**src/design/brs_pkg.sv**
```systemverilog
// Shared constants, types and helper functions of the bar raster scan sequencer.
`default_nettype none
package brs_pkg;

	localparam int ANGLE_WIDTH = 24;
	// work width for offset and command sums, one bit above the wider of ANGLE_WIDTH and 26 bits
	localparam int CW = ((ANGLE_WIDTH > 26) ? ANGLE_WIDTH : 26) + 1;
	localparam int REF_W = 24;
	localparam int SPAN_W = 23;
	localparam int BAR_W = 3;
	localparam int CFG_IDX_W = 3;
	localparam int CFG_DATA_W = 24;

	localparam logic [CFG_IDX_W-1:0] REG_BAR_COUNT     = 3'd0;
	localparam logic [CFG_IDX_W-1:0] REG_LEFT_TO_RIGHT = 3'd1;
	localparam logic [CFG_IDX_W-1:0] REG_VERTICAL_MODE = 3'd2;
	localparam logic [CFG_IDX_W-1:0] REG_HALF_WIDTH    = 3'd3;
	localparam logic [CFG_IDX_W-1:0] REG_BAR_SPACING   = 3'd4;
	localparam logic [CFG_IDX_W-1:0] REG_REF_AZ        = 3'd5;
	localparam logic [CFG_IDX_W-1:0] REG_REF_EL        = 3'd6;

	typedef struct packed {
		logic [BAR_W-1:0]        bar_count;
		logic                    left_to_right;
		logic                    vertical_mode;
		logic [SPAN_W-1:0]       half_width;
		logic [SPAN_W-1:0]       bar_spacing;
		logic signed [REF_W-1:0] ref_az;
		logic signed [REF_W-1:0] ref_el;
	} cfg_t;

	typedef struct packed {
		logic             fast_slew;
		logic             bar_started;
		logic             bar_ended;
		logic [BAR_W-1:0] bar_index;
		logic             reverse_pass;
	} flags_t;

	// zero counts as one bar, anything above four as four
	function automatic logic [BAR_W-1:0] eff_count(input logic [BAR_W-1:0] bc);
		logic [BAR_W-1:0] r;
		if (bc == '0) begin
			r = BAR_W'(1);
		end else if (bc > BAR_W'(4)) begin
			r = BAR_W'(4);
		end else begin
			r = bc;
		end
		return r;
	endfunction

	function automatic logic signed [ANGLE_WIDTH-1:0] sat_angle(input logic signed [CW-1:0] v);
		logic signed [CW-1:0] hi;
		logic signed [CW-1:0] lo;
		logic signed [ANGLE_WIDTH-1:0] r;
		hi = {{(CW-ANGLE_WIDTH+1){1'b0}}, {(ANGLE_WIDTH-1){1'b1}}};
		lo = {{(CW-ANGLE_WIDTH+1){1'b1}}, {(ANGLE_WIDTH-1){1'b0}}};
		if (v > hi) begin
			r = hi[ANGLE_WIDTH-1:0];
		end else if (v < lo) begin
			r = lo[ANGLE_WIDTH-1:0];
		end else begin
			r = v[ANGLE_WIDTH-1:0];
		end
		return r;
	endfunction

endpackage
`default_nettype wire

```
**src/design/brs_if.sv**
```systemverilog
// Channel interfaces: control tick input, scan command output, register write.
`default_nettype none
interface brs_tick_if;
	import brs_pkg::*;
	logic valid;
	logic ready;
	logic settled;
	logic restart;
	modport source (output valid, input ready, output settled, output restart);
	modport sink (input valid, output ready, input settled, input restart);
endinterface

interface brs_res_if;
	import brs_pkg::*;
	logic                          valid;
	logic                          ready;
	logic signed [ANGLE_WIDTH-1:0] cmd_az;
	logic signed [ANGLE_WIDTH-1:0] cmd_el;
	logic                          fast_slew;
	logic                          bar_started;
	logic                          bar_ended;
	logic [BAR_W-1:0]              bar_index;
	logic                          reverse_pass;
	modport source (output valid, input ready, output cmd_az, output cmd_el,
		output fast_slew, output bar_started, output bar_ended, output bar_index,
		output reverse_pass);
	modport sink (input valid, output ready, input cmd_az, input cmd_el,
		input fast_slew, input bar_started, input bar_ended, input bar_index,
		input reverse_pass);
endinterface

interface brs_cfg_if;
	import brs_pkg::*;
	logic                  valid;
	logic                  ready;
	logic [CFG_IDX_W-1:0]  index;
	logic [CFG_DATA_W-1:0] data;
	modport source (output valid, input ready, output index, output data);
	modport sink (input valid, output ready, input index, input data);
endinterface
`default_nettype wire

```
**src/design/brs_cfg.sv**
```systemverilog
// Configuration register file of the scan sequencer.
`default_nettype none
module brs_cfg (
	input  logic          clk,
	input  logic          arst_n,
	brs_cfg_if.sink       cfg,
	output brs_pkg::cfg_t regs,
	output logic          clr_rev
);
	import brs_pkg::*;

	cfg_t             regs_q;
	logic             wr;
	logic [BAR_W-1:0] new_count;

	assign cfg.ready = 1'b1;
	assign wr = cfg.valid && cfg.ready;
	assign regs = regs_q;

	// an even bar count drops any reverse pass in progress
	assign new_count = eff_count(cfg.data[BAR_W-1:0]);
	assign clr_rev = wr && (cfg.index == REG_BAR_COUNT) && !new_count[0];

	always_ff @(posedge clk or negedge arst_n) begin
		if (!arst_n) begin
			regs_q.bar_count     <= BAR_W'(1);
			regs_q.left_to_right <= 1'b1;
			regs_q.vertical_mode <= 1'b0;
			regs_q.half_width    <= '0;
			regs_q.bar_spacing   <= '0;
			regs_q.ref_az        <= '0;
			regs_q.ref_el        <= '0;
		end else if (wr) begin
			case (cfg.index)
				REG_BAR_COUNT:     regs_q.bar_count <= cfg.data[BAR_W-1:0];
				REG_LEFT_TO_RIGHT: regs_q.left_to_right <= cfg.data[0];
				REG_VERTICAL_MODE: regs_q.vertical_mode <= cfg.data[0];
				REG_HALF_WIDTH:    regs_q.half_width <= cfg.data[SPAN_W-1:0];
				REG_BAR_SPACING:   regs_q.bar_spacing <= cfg.data[SPAN_W-1:0];
				REG_REF_AZ:        regs_q.ref_az <= $signed(cfg.data[REF_W-1:0]);
				REG_REF_EL:        regs_q.ref_el <= $signed(cfg.data[REF_W-1:0]);
				default: ;
			endcase
		end
	end

endmodule
`default_nettype wire

```
**src/design/brs_ctrl.sv**
```systemverilog
// Scan phase sequencer and bar endpoint placement, first pipeline stage.
`default_nettype none
module brs_ctrl (
	input  logic                                   clk,
	input  logic                                   arst_n,
	brs_tick_if.sink                               tick,
	input  brs_pkg::cfg_t                          regs,
	input  logic                                   clr_rev,
	input  logic                                   s2_ready,
	output logic                                   v_s1,
	output brs_pkg::flags_t                        flags_s1,
	output logic signed [brs_pkg::ANGLE_WIDTH-1:0] off_x,
	output logic signed [brs_pkg::ANGLE_WIDTH-1:0] off_y
);
	import brs_pkg::*;

	localparam logic [1:0] PH_RESET = 2'd0;
	localparam logic [1:0] PH_START = 2'd1;
	localparam logic [1:0] PH_END   = 2'd2;

	logic [1:0]                    phase_q, ph, phase_d;
	logic [BAR_W-1:0]              bar_q, bar_d, n, pbar, bar_lo;
	logic [BAR_W:0]                bar_inc;
	logic                          rev_q, rev_d, slew_q, slew_d;
	logic                          started, ended, at_end, do_place, accept, x_neg;
	logic                          v_s1_q;
	logic signed [4:0]             yh;
	logic [4:0]                    yabs;
	logic [SPAN_W+1:0]             prod, prod_r;
	logic signed [CW-1:0]          hw_w, mag_w, x_w, y_w;
	logic signed [ANGLE_WIDTH-1:0] x1, y1, offx_q, offy_q;
	flags_t                        flags_q;

	assign tick.ready = !v_s1_q || s2_ready;
	assign accept = tick.valid && tick.ready;
	assign n = eff_count(regs.bar_count);
	assign v_s1 = v_s1_q;
	assign flags_s1 = flags_q;
	assign off_x = offx_q;
	assign off_y = offy_q;

	assign bar_lo = (bar_q == '0) ? BAR_W'(1) : bar_q;
	assign bar_inc = {1'b0, bar_q} + (BAR_W+1)'(1);

	always_comb begin
		ph = tick.restart ? PH_RESET : phase_q;
		phase_d = phase_q;
		bar_d = bar_q;
		rev_d = rev_q;
		slew_d = slew_q;
		started = 1'b0;
		ended = 1'b0;
		at_end = 1'b0;
		do_place = 1'b0;
		case (ph)
			PH_START: begin
				if (tick.settled) begin
					started = 1'b1;
					at_end = 1'b1;
					do_place = 1'b1;
					phase_d = PH_END;
					slew_d = 1'b0;
				end
			end
			PH_END: begin
				if (tick.settled) begin
					ended = 1'b1;
					do_place = 1'b1;
					phase_d = PH_START;
					slew_d = 1'b1;
					// odd counts bounce between the first and last bar, even counts wrap
					if (n[0]) begin
						if (n == BAR_W'(1)) begin
							rev_d = !rev_q;
						end else if (bar_q >= n) begin
							rev_d = 1'b1;
							bar_d = n - BAR_W'(1);
						end else if (rev_q && (bar_q > BAR_W'(1))) begin
							bar_d = bar_q - BAR_W'(1);
						end else begin
							bar_d = bar_lo + BAR_W'(1);
							rev_d = 1'b0;
						end
					end else begin
						rev_d = 1'b0;
						bar_d = (bar_inc > {1'b0, n}) ? BAR_W'(1) : bar_inc[BAR_W-1:0];
					end
				end
			end
			default: begin
				bar_d = BAR_W'(1);
				do_place = 1'b1;
				phase_d = PH_START;
				slew_d = 1'b1;
			end
		endcase
	end

	// endpoint of the bar chosen for this tick
	always_comb begin
		if (bar_d > n) begin
			pbar = n;
		end else if (bar_d == '0) begin
			pbar = BAR_W'(1);
		end else begin
			pbar = bar_d;
		end
		x_neg = pbar[0] ^ at_end ^ !regs.left_to_right ^ ((n == BAR_W'(1)) && rev_d);
		hw_w = CW'(regs.half_width);
		x_w = x_neg ? -hw_w : hw_w;
		yh = $signed({2'b00, n} + 5'd1 - {1'b0, pbar, 1'b0});
		yabs = yh[4] ? 5'(-yh) : 5'(yh);
		// times zero to three by shift and add, then round half away from zero
		prod = (yabs[0] ? {2'b00, regs.bar_spacing} : '0)
			+ (yabs[1] ? {1'b0, regs.bar_spacing, 1'b0} : '0);
		prod_r = prod + (SPAN_W+2)'(1);
		mag_w = CW'(prod_r[SPAN_W+1:1]);
		y_w = yh[4] ? -mag_w : mag_w;
		x1 = sat_angle(x_w);
		y1 = sat_angle(y_w);
	end

	always_ff @(posedge clk or negedge arst_n) begin
		if (!arst_n) begin
			phase_q <= PH_RESET;
			bar_q <= BAR_W'(1);
			rev_q <= 1'b0;
			slew_q <= 1'b0;
			offx_q <= '0;
			offy_q <= '0;
			flags_q <= '0;
			v_s1_q <= 1'b0;
		end else begin
			if (accept) begin
				phase_q <= phase_d;
				bar_q <= bar_d;
				rev_q <= rev_d;
				slew_q <= slew_d;
				if (do_place) begin
					offx_q <= regs.vertical_mode ? y1 : x1;
					offy_q <= regs.vertical_mode ? x1 : y1;
				end
				flags_q.fast_slew <= slew_d;
				flags_q.bar_started <= started;
				flags_q.bar_ended <= ended;
				flags_q.bar_index <= ended ? bar_q : bar_d;
				flags_q.reverse_pass <= rev_d;
			end else if (clr_rev) begin
				rev_q <= 1'b0;
			end
			if (accept) begin
				v_s1_q <= 1'b1;
			end else if (s2_ready) begin
				v_s1_q <= 1'b0;
			end
		end
	end

`ifndef SYNTH
	a_phase_after_tick: assert property (@(posedge clk) disable iff (!arst_n)
		accept |=> (phase_q == PH_START || phase_q == PH_END))
		else $error("phase left start/end after a tick");
	a_hold_stage1: assert property (@(posedge clk) disable iff (!arst_n)
		v_s1_q && !s2_ready |=> $stable(offx_q) && $stable(offy_q) && $stable(flags_q))
		else $error("stage one changed while stalled");
	a_start_event: assert property (@(posedge clk) disable iff (!arst_n)
		accept && !tick.restart && tick.settled && phase_q == PH_START
		|=> flags_q.bar_started && !flags_q.fast_slew)
		else $error("settled start phase did not begin a sweep");
`endif

endmodule
`default_nettype wire

```
**src/design/brs_out.sv**
```systemverilog
// Command summation with saturation and the output register.
`default_nettype none
module brs_out (
	input  logic                                   clk,
	input  logic                                   arst_n,
	input  brs_pkg::cfg_t                          regs,
	input  logic                                   v_s1,
	input  brs_pkg::flags_t                        flags_s1,
	input  logic signed [brs_pkg::ANGLE_WIDTH-1:0] off_x,
	input  logic signed [brs_pkg::ANGLE_WIDTH-1:0] off_y,
	output logic                                   s2_ready,
	brs_res_if.source                              res
);
	import brs_pkg::*;

	logic                          valid_q;
	flags_t                        flags_q;
	logic signed [ANGLE_WIDTH-1:0] az_q, el_q;
	logic signed [CW-1:0]          az_sum, el_sum;

	assign s2_ready = !valid_q || res.ready;
	assign az_sum = CW'(regs.ref_az) + CW'(off_x);
	assign el_sum = CW'(regs.ref_el) + CW'(off_y);

	always_ff @(posedge clk or negedge arst_n) begin
		if (!arst_n) begin
			valid_q <= 1'b0;
		end else if (s2_ready) begin
			valid_q <= v_s1;
		end
	end

	always_ff @(posedge clk) begin
		if (s2_ready && v_s1) begin
			az_q <= sat_angle(az_sum);
			el_q <= sat_angle(el_sum);
			flags_q <= flags_s1;
		end
	end

	assign res.valid = valid_q;
	assign res.cmd_az = az_q;
	assign res.cmd_el = el_q;
	assign res.fast_slew = flags_q.fast_slew;
	assign res.bar_started = flags_q.bar_started;
	assign res.bar_ended = flags_q.bar_ended;
	assign res.bar_index = flags_q.bar_index;
	assign res.reverse_pass = flags_q.reverse_pass;

`ifndef SYNTH
	a_load: assert property (@(posedge clk) disable iff (!arst_n)
		v_s1 && s2_ready |=> res.valid && res.bar_index == $past(flags_s1.bar_index))
		else $error("stage one item not moved to output");
	// a sweep start goes slow, a sweep end goes fast
	a_event_excl: assert property (@(posedge clk) disable iff (!arst_n)
		v_s1 && s2_ready |=> !(res.bar_started && res.bar_ended)
		&& (!res.bar_started || !res.fast_slew) && (!res.bar_ended || res.fast_slew))
		else $error("bar events inconsistent with slew");
`endif

endmodule
`default_nettype wire

```
**src/design/bar_raster_scan_sequencer_top.sv**
```systemverilog
// Top level of the bar raster scan sequencer.
// Usage:
//   tick : one control tick per transfer (settled, restart). Each accepted tick
//          yields exactly one result transfer on res, in order.
//   res  : commanded azimuth/elevation (reference plus scan offset, saturated),
//          fast_slew, bar_started/bar_ended pulses, bar_index, reverse_pass.
//   cfg  : register writes (index, data), always ready; write only while idle.
// From tick transfer to res valid, the sequencer and endpoint placement register
// into stage one, then the command adders and saturation register into the
// output stage. Throughput is one tick per cycle while res is not stalled;
// the phase/bar state loop closes within stage one.
// When res is stalled the output register holds, stage one fills, and then
// tick.ready drops until res takes a transfer; nothing is lost or repeated.
// Reset (arst_n low) clears the pipeline, sets the scan to its reset phase
// on bar 1 and loads the default registers: one bar, left to right,
// horizontal, zero width, spacing and reference.
`default_nettype none
module bar_raster_scan_sequencer_top (
	input logic        clk,
	input logic        arst_n,
	brs_tick_if.sink   tick,
	brs_res_if.source  res,
	brs_cfg_if.sink    cfg
);
	import brs_pkg::*;

	cfg_t                          regs;
	logic                          clr_rev;
	logic                          s2_ready;
	logic                          v_s1;
	flags_t                        flags_s1;
	logic signed [ANGLE_WIDTH-1:0] off_x, off_y;

	brs_cfg u_cfg (
		.clk     (clk),
		.arst_n  (arst_n),
		.cfg     (cfg),
		.regs    (regs),
		.clr_rev (clr_rev)
	);

	brs_ctrl u_ctrl (
		.clk      (clk),
		.arst_n   (arst_n),
		.tick     (tick),
		.regs     (regs),
		.clr_rev  (clr_rev),
		.s2_ready (s2_ready),
		.v_s1     (v_s1),
		.flags_s1 (flags_s1),
		.off_x    (off_x),
		.off_y    (off_y)
	);

	brs_out u_out (
		.clk      (clk),
		.arst_n   (arst_n),
		.regs     (regs),
		.v_s1     (v_s1),
		.flags_s1 (flags_s1),
		.off_x    (off_x),
		.off_y    (off_y),
		.s2_ready (s2_ready),
		.res      (res)
	);

endmodule
`default_nettype wire

```
**src/flat_wrapper.sv**
```systemverilog
// flat-port wrapper written by rule: the top's interface ports become plain ports
module bar_raster_scan_sequencer_top_flat import brs_pkg::*;
  (clk, arst_n, tick_valid, tick_ready, tick_settled, tick_restart, res_valid, res_ready, res_cmd_az, res_cmd_el, res_fast_slew, res_bar_started, res_bar_ended, res_bar_index, res_reverse_pass, cfg_valid, cfg_ready, cfg_index, cfg_data);
  brs_tick_if tick_i ();
  brs_res_if res_i ();
  brs_cfg_if cfg_i ();
  input logic clk;
  input logic arst_n;
  input wire logic [$bits(tick_i.valid)-1:0] tick_valid;
  output wire logic [$bits(tick_i.ready)-1:0] tick_ready;
  input wire logic [$bits(tick_i.settled)-1:0] tick_settled;
  input wire logic [$bits(tick_i.restart)-1:0] tick_restart;
  output wire logic [$bits(res_i.valid)-1:0] res_valid;
  input wire logic [$bits(res_i.ready)-1:0] res_ready;
  output wire logic [$bits(res_i.cmd_az)-1:0] res_cmd_az;
  output wire logic [$bits(res_i.cmd_el)-1:0] res_cmd_el;
  output wire logic [$bits(res_i.fast_slew)-1:0] res_fast_slew;
  output wire logic [$bits(res_i.bar_started)-1:0] res_bar_started;
  output wire logic [$bits(res_i.bar_ended)-1:0] res_bar_ended;
  output wire logic [$bits(res_i.bar_index)-1:0] res_bar_index;
  output wire logic [$bits(res_i.reverse_pass)-1:0] res_reverse_pass;
  input wire logic [$bits(cfg_i.valid)-1:0] cfg_valid;
  output wire logic [$bits(cfg_i.ready)-1:0] cfg_ready;
  input wire logic [$bits(cfg_i.index)-1:0] cfg_index;
  input wire logic [$bits(cfg_i.data)-1:0] cfg_data;
  assign tick_i.valid = tick_valid;
  assign tick_ready = tick_i.ready;
  assign tick_i.settled = tick_settled;
  assign tick_i.restart = tick_restart;
  assign res_valid = res_i.valid;
  assign res_i.ready = res_ready;
  assign res_cmd_az = res_i.cmd_az;
  assign res_cmd_el = res_i.cmd_el;
  assign res_fast_slew = res_i.fast_slew;
  assign res_bar_started = res_i.bar_started;
  assign res_bar_ended = res_i.bar_ended;
  assign res_bar_index = res_i.bar_index;
  assign res_reverse_pass = res_i.reverse_pass;
  assign cfg_i.valid = cfg_valid;
  assign cfg_ready = cfg_i.ready;
  assign cfg_i.index = cfg_index;
  assign cfg_i.data = cfg_data;
  bar_raster_scan_sequencer_top u_core (.clk(clk), .arst_n(arst_n), .tick(tick_i), .res(res_i), .cfg(cfg_i));
endmodule
```
**config.mk**
```make
export PLATFORM = sky130hd
export DESIGN_NAME = bar_raster_scan_sequencer_top_flat
export DESIGN_NICKNAME = d
export VERILOG_FILES = /design/src/design/brs_pkg.sv /design/src/design/brs_if.sv /design/src/design/brs_cfg.sv /design/src/design/brs_ctrl.sv /design/src/design/brs_out.sv /design/src/design/bar_raster_scan_sequencer_top.sv /design/src/flat_wrapper.sv
export SDC_FILE = /design/constraint.sdc
export NUM_CORES = 1
export LEC_CHECK = 0
export BUFFER_PORTS_ARGS = -buffer_cell sky130_fd_sc_hd__clkbuf_2
export CORE_MARGIN = 2
export CORE_UTILIZATION = 45
export CTS_BUF_LIST = sky130_fd_sc_hd__clkbuf_8
export CTS_CLUSTER_DIAMETER = 120
export DETAILED_ROUTE_END_ITERATION = 10
export SYNTH_ARGS = -nofsm -noshare
export SYNTH_HDL_FRONTEND = slang
export SYNTH_SLANG_ARGS = --single-unit
```
**constraint.sdc**
```tcl
create_clock -name clk -period 13.6 [get_ports clk]
set_input_delay 0.68 -clock clk [delete_from_list [all_inputs] [get_ports clk]]
set_output_delay 0.68 -clock clk [all_outputs]
set_load 0.02 [all_outputs]
```
==> tab_implementation.tex <==
\begin{tabular}{lr}
\hline
Metric & Value \\
\hline
\multicolumn{2}{l}{\textbf{Layout}} \\
Fraction of layout cells with a size suffix above 1 & 0.193 \\
Number of nets in the layout & 1764 \\
Synthesis-to-layout area growth & 11.4\% \\
\multicolumn{2}{l}{\textbf{Floorplan}} \\
Die footprint & 34600 um\^{}2 \\
Effective utilization at floorplan & 0.457 \\
Die outline height & 186 um \\
Die span in x & 186 um \\
Placement row count & 66 \\
Core area & 32600 um\^{}2 \\
I/O pin cnt & 92 \\
\multicolumn{2}{l}{\textbf{Timing}} \\
Highest achievable clock rate & 97.0 MHz \\
Tcrit/Tclk final & 0.758 \\
Total of endpoints with negative setup slack in the final report & 0 \\
Tmin final & between 10 and 15 ns \\
Number of slew-limit violations in the final report & 0 \\
Total negative slack & 0 ns \\
Post-route clock skew & 0.0236 ns \\
Slew at the pin closest to its max-slew limit & about 1.1 ns \\
Unrepaired setup endpoints after global routing & no \\
Slew margin rel. & 0.261 \\
Worst slack on hold paths & 0.171 ns \\
Final hold viol count & 0 \\
\multicolumn{2}{l}{\textbf{Clocking}} \\
Hold buffers post-CTS & 0 \\
Setup fix buffers added after clock tree synthesis & 0 \\
Number of buffers added by the clock tree synthesis step & 39 \\
Clock transition at path regs & roughly 0.060 ns \\
H-Tree Depth & 2 \\
Clock Sinks & 216 \\
Post-cts gate resize count & 0 \\
CTS Root Buffer Type & sky130\_fd\_sc\_hd\_\_clkbuf\_8 \\
Clock Latency Late Sink & around 0.56 ns \\
Bufs on Longest Clock Path & 3 \\
Clock tree from TritonCTS & built \\
\multicolumn{2}{l}{\textbf{Worst setup path}} \\
Top Family by Delay on Critical Path & simple AND/OR/NAND/NOR gates \\
Worst-case register-to-register setup slack & 3.30 ns \\
Largest stage delay, worst path & roughly 0.86 ns \\
Worst reg2reg path endpoint & u\_core.u\_ctrl.off\_y[20] \\
Critical path startpoint category & flop \\
Critical Path End Type & flop \\
Slowest library cell on the worst path & sky130\_fd\_sc\_hd\_\_nor3\_2 \\
Most frequent cell on the critical path & sky130\_fd\_sc\_hd\_\_ha\_1 \\
Worst r2r src & u\_core.u\_cfg.regs[97] \\
Cell depth of the worst flop-to-flop path & 32 \\
Crit path buf inv count & 2 \\
Required time reported for the critical path endpoint & approximately 14 ns \\
Crit path DAT & roughly 11 ns \\
Critical Setup Path Class & flop to flop \\
Highest fanout seen on the critical path & 27 \\
\multicolumn{2}{l}{\textbf{Yosys}} \\
Number of synthesized flops with an enable pin & 55 \\
Netlist Area Pre-Place & around 15000 um\^{}2 \\
Sequential-to-total area share from yosys stat & 0.381 \\
Count of unique library cells instantiated by Yosys & 97 \\
Share of async-settable or async-resettable flops after synthesis & 0.745 \\
Most used flip-flop cell after synthesis & sky130\_fd\_sc\_hd\_\_dfrtp\_1 \\
Cell count after synthesis & 1555 \\
Syn. warnings & 0 \\
Total nets after synthesis & $\sim$1700 \\
Post-synthesis average cell area & 9.59 um\^{}2 \\
Flip-flop and latch count after synthesis & around 220 \\
\multicolumn{2}{l}{\textbf{Route}} \\
Drt pass-1 iters & 5 \\
Total wirelength of the detailed-routed design & 41100 um \\
DR DRC count & 0 \\
Number of nets with antenna violations after detailed routing & 0 \\
Number of vias after detailed routing & 12347 \\
WL per Instance & 19.5 um \\
Number of vias per cell & a little under 6 \\
DRC violation total after the first TritonRoute iteration & $\sim$1000 \\
\multicolumn{2}{l}{\textbf{Global route}} \\
Vias in the first global route & $\sim$12000 \\
Number of antenna violations at the first check in global routing & 1 \\
Largest net degree at the start of global routing & 83 \\
Global-route wire length before repair & 65700 um \\
Gr usage total & 0.243 \\
Aggregate global routing overflow & 0 \\
\multicolumn{2}{l}{\textbf{Placed design}} \\
HPWL Detailed & 31500 um \\
Count of buffers inserted at the top-level ports & 90 \\
Placer's final routability congestion estimate & 0.908 \\
\multicolumn{2}{l}{\textbf{Pwr}} \\
Power per cell area & 277 nW/um\^{}2 \\
Peak VDD IR & between 0.1 and 0.15 mV \\
Cell leakage power & 7.07 nW \\
\multicolumn{2}{l}{\textbf{Status}} \\
Outcome & finished, final reports clean \\
\multicolumn{2}{l}{\textbf{Run}} \\
Maximum capacitance violations & 0 \\
\multicolumn{2}{l}{\textbf{Worst hold path}} \\
Class of the tightest hold or removal check & input pin to async pin \\
\hline
\end{tabular}
## kinds of logic (layout without fill, tap and decap cells)
kind of cell / after synthesis / count (layout) / share of synthesized area
multiplexers: 110 / 110 / 0.0822
AND/OR/NAND/NOR: 480 / 480 / 0.168
other: 1 / 2 / 0.000251
buffers and inverters: 105 / 213 / 0.0294
adder cells (fa/ha/maj): 101 / 101 / 0.0854
flip-flops: 216 / 216 / 0.381
AO/OA/AOI/OAI: 479 / 479 / 0.217
XOR/XNOR: 63 / 63 / 0.0370
## worst max path at each step
stage / start / cells after the start / to / slack, ns
floorplan: u_core.u_ctrl.bar_q[0] / 38 / u_core.u_ctrl.off_x[15] / 5.03
global placement: u_core.u_cfg.regs[97] / 32 / u_core.u_ctrl.off_x[11] / 3.78
detailed placement: u_core.u_cfg.regs[97] / 32 / u_core.u_ctrl.off_x[17] / 3.36
CTS: u_core.u_cfg.regs[97] / 32 / u_core.u_ctrl.off_x[17] / 3.36
global route: u_core.u_cfg.regs[97] / 34 / u_core.u_ctrl.off_x[16] / 2.25
finish: u_core.u_cfg.regs[97] / 32 / u_core.u_ctrl.off_y[20] / 3.30
## state kept, by name (all words and copies together), names as in the netlist, 3 cells and up
| name | count |
|---|---|
| u_core.u_ctrl.flags_s1 | 6 |
| u_core.u_ctrl.bar_q | 3 |
| u_core.u_out.res.cmd_el | 24 |
| u_core.u_out.res.bar_index | 3 |
| u_core.u_ctrl.off_y | 24 |
| u_core.u_cfg.regs | 99 |
| u_core.u_out.res.cmd_az | 24 |
| u_core.u_ctrl.off_x | 24 |
## synth_stat cells, drive strengths merged (9+ instances only)
cell type / n / area share
o211ai: 17 / 0.0092
ha: 93 / 0.078
o22ai: 17 / 0.0071
buf: 13 / 0.0062
a31oi: 15 / 0.0063
mux2i: 10 / 0.0067
clkbuf: 54 / 0.014
a221oi: 23 / 0.014
nand4: 9 / 0.0038
xnor2: 31 / 0.018
o31ai: 13 / 0.0065
a211oi: 27 / 0.014
o21ai: 96 / 0.033
or3: 19 / 0.0080
a21oi: 124 / 0.042
nor4: 11 / 0.0070
dfrtp: 158 / 0.27
nor2b: 35 / 0.015
mux2: 100 / 0.076
a22oi: 12 / 0.0077
o21a: 26 / 0.013
nand2: 94 / 0.024
nand3: 36 / 0.012
nor3: 29 / 0.011
a21o: 38 / 0.019
or2: 13 / 0.0055
xor2: 32 / 0.019
and2: 35 / 0.015
nor2: 136 / 0.034
edfxtp: 55 / 0.11
inv: 38 / 0.0096
nand2b: 26 / 0.011
## placed cells by master (no fill, tap or decap), types with 50 or more instances in the layout
master | Yosys | layout
sky130_fd_sc_hd__edfxtp_1 | 55 | 55
sky130_fd_sc_hd__a21oi_1 | 121 | 121
sky130_fd_sc_hd__o21ai_0 | 91 | 91
sky130_fd_sc_hd__mux2_2 | 100 | 100
sky130_fd_sc_hd__clkbuf_8 | 0 | 50
sky130_fd_sc_hd__nand2_1 | 94 | 94
sky130_fd_sc_hd__clkbuf_2 | 0 | 89
sky130_fd_sc_hd__dfrtp_1 | 158 | 158
sky130_fd_sc_hd__ha_1 | 93 | 93
sky130_fd_sc_hd__nor2_1 | 135 | 134
## area by class of cell
class,instances,area (um^2)
fill,3035,16000
multi-input combinational,1234,8810
inverter,38,143
antenna,1,2.50
clock buffer,50,688
sequential,216,5680
tap,442,553
timing repair buffer,105,569
clock inverter,20,171
## worst register-to-register path: cells and delay by family, from the launching register on
kind,cells,cell delay [ns]
fa+ha+maj,5,1.77
buf+inv,2,0.91
compound gates,12,3.01
simple gates,12,3.74
xor+xnor,1,0.15
flops,1,0.51
## layer usage
layer	routed length, um	vias up	part of all wire	GRT usage
li1	-	5984	-	-
met1	19800	5955	0.48	0.352
met2	18000	340	0.44	0.378
met3	2110	68	0.051	0.0315
met4	1200	0	0.029	0.0753
met5	0	-	0	0
## through the flow
step / setup WS (ns) / utilization / instances / cell area (um^2) / total power, mW
detailed placement: 3.36 / 0.483 / 2035 / 15800 / 3.91
floorplan: 5.03 / - / 1555 / 14900 / 3.22
global placement: 3.78 / 0.483 / 2035 / 15800 / 3.88
global route: 2.25 / 0.509 / 2105 / 16600 / 5.02
CTS: 3.36 / 0.509 / 2105 / 16600 / 4.60
finish: 3.30 / 0.509 / 2106 / 16600 / 4.61
## power by group
| group | leakage [nW] | total [mW] | switching (mW) | internal [mW] |
|---|---|---|---|---|
| Sequential | 2.42 | 1.13 | 0.158 | 0.968 |
| Clock | 0.479 | 0.675 | 0.287 | 0.388 |
| Combinational | 4.18 | 2.81 | 1.72 | 1.09 |
| Total | 7.07 | 4.61 | 2.16 | 2.45 |
Note: power is estimated with default switching activity, not from simulation.
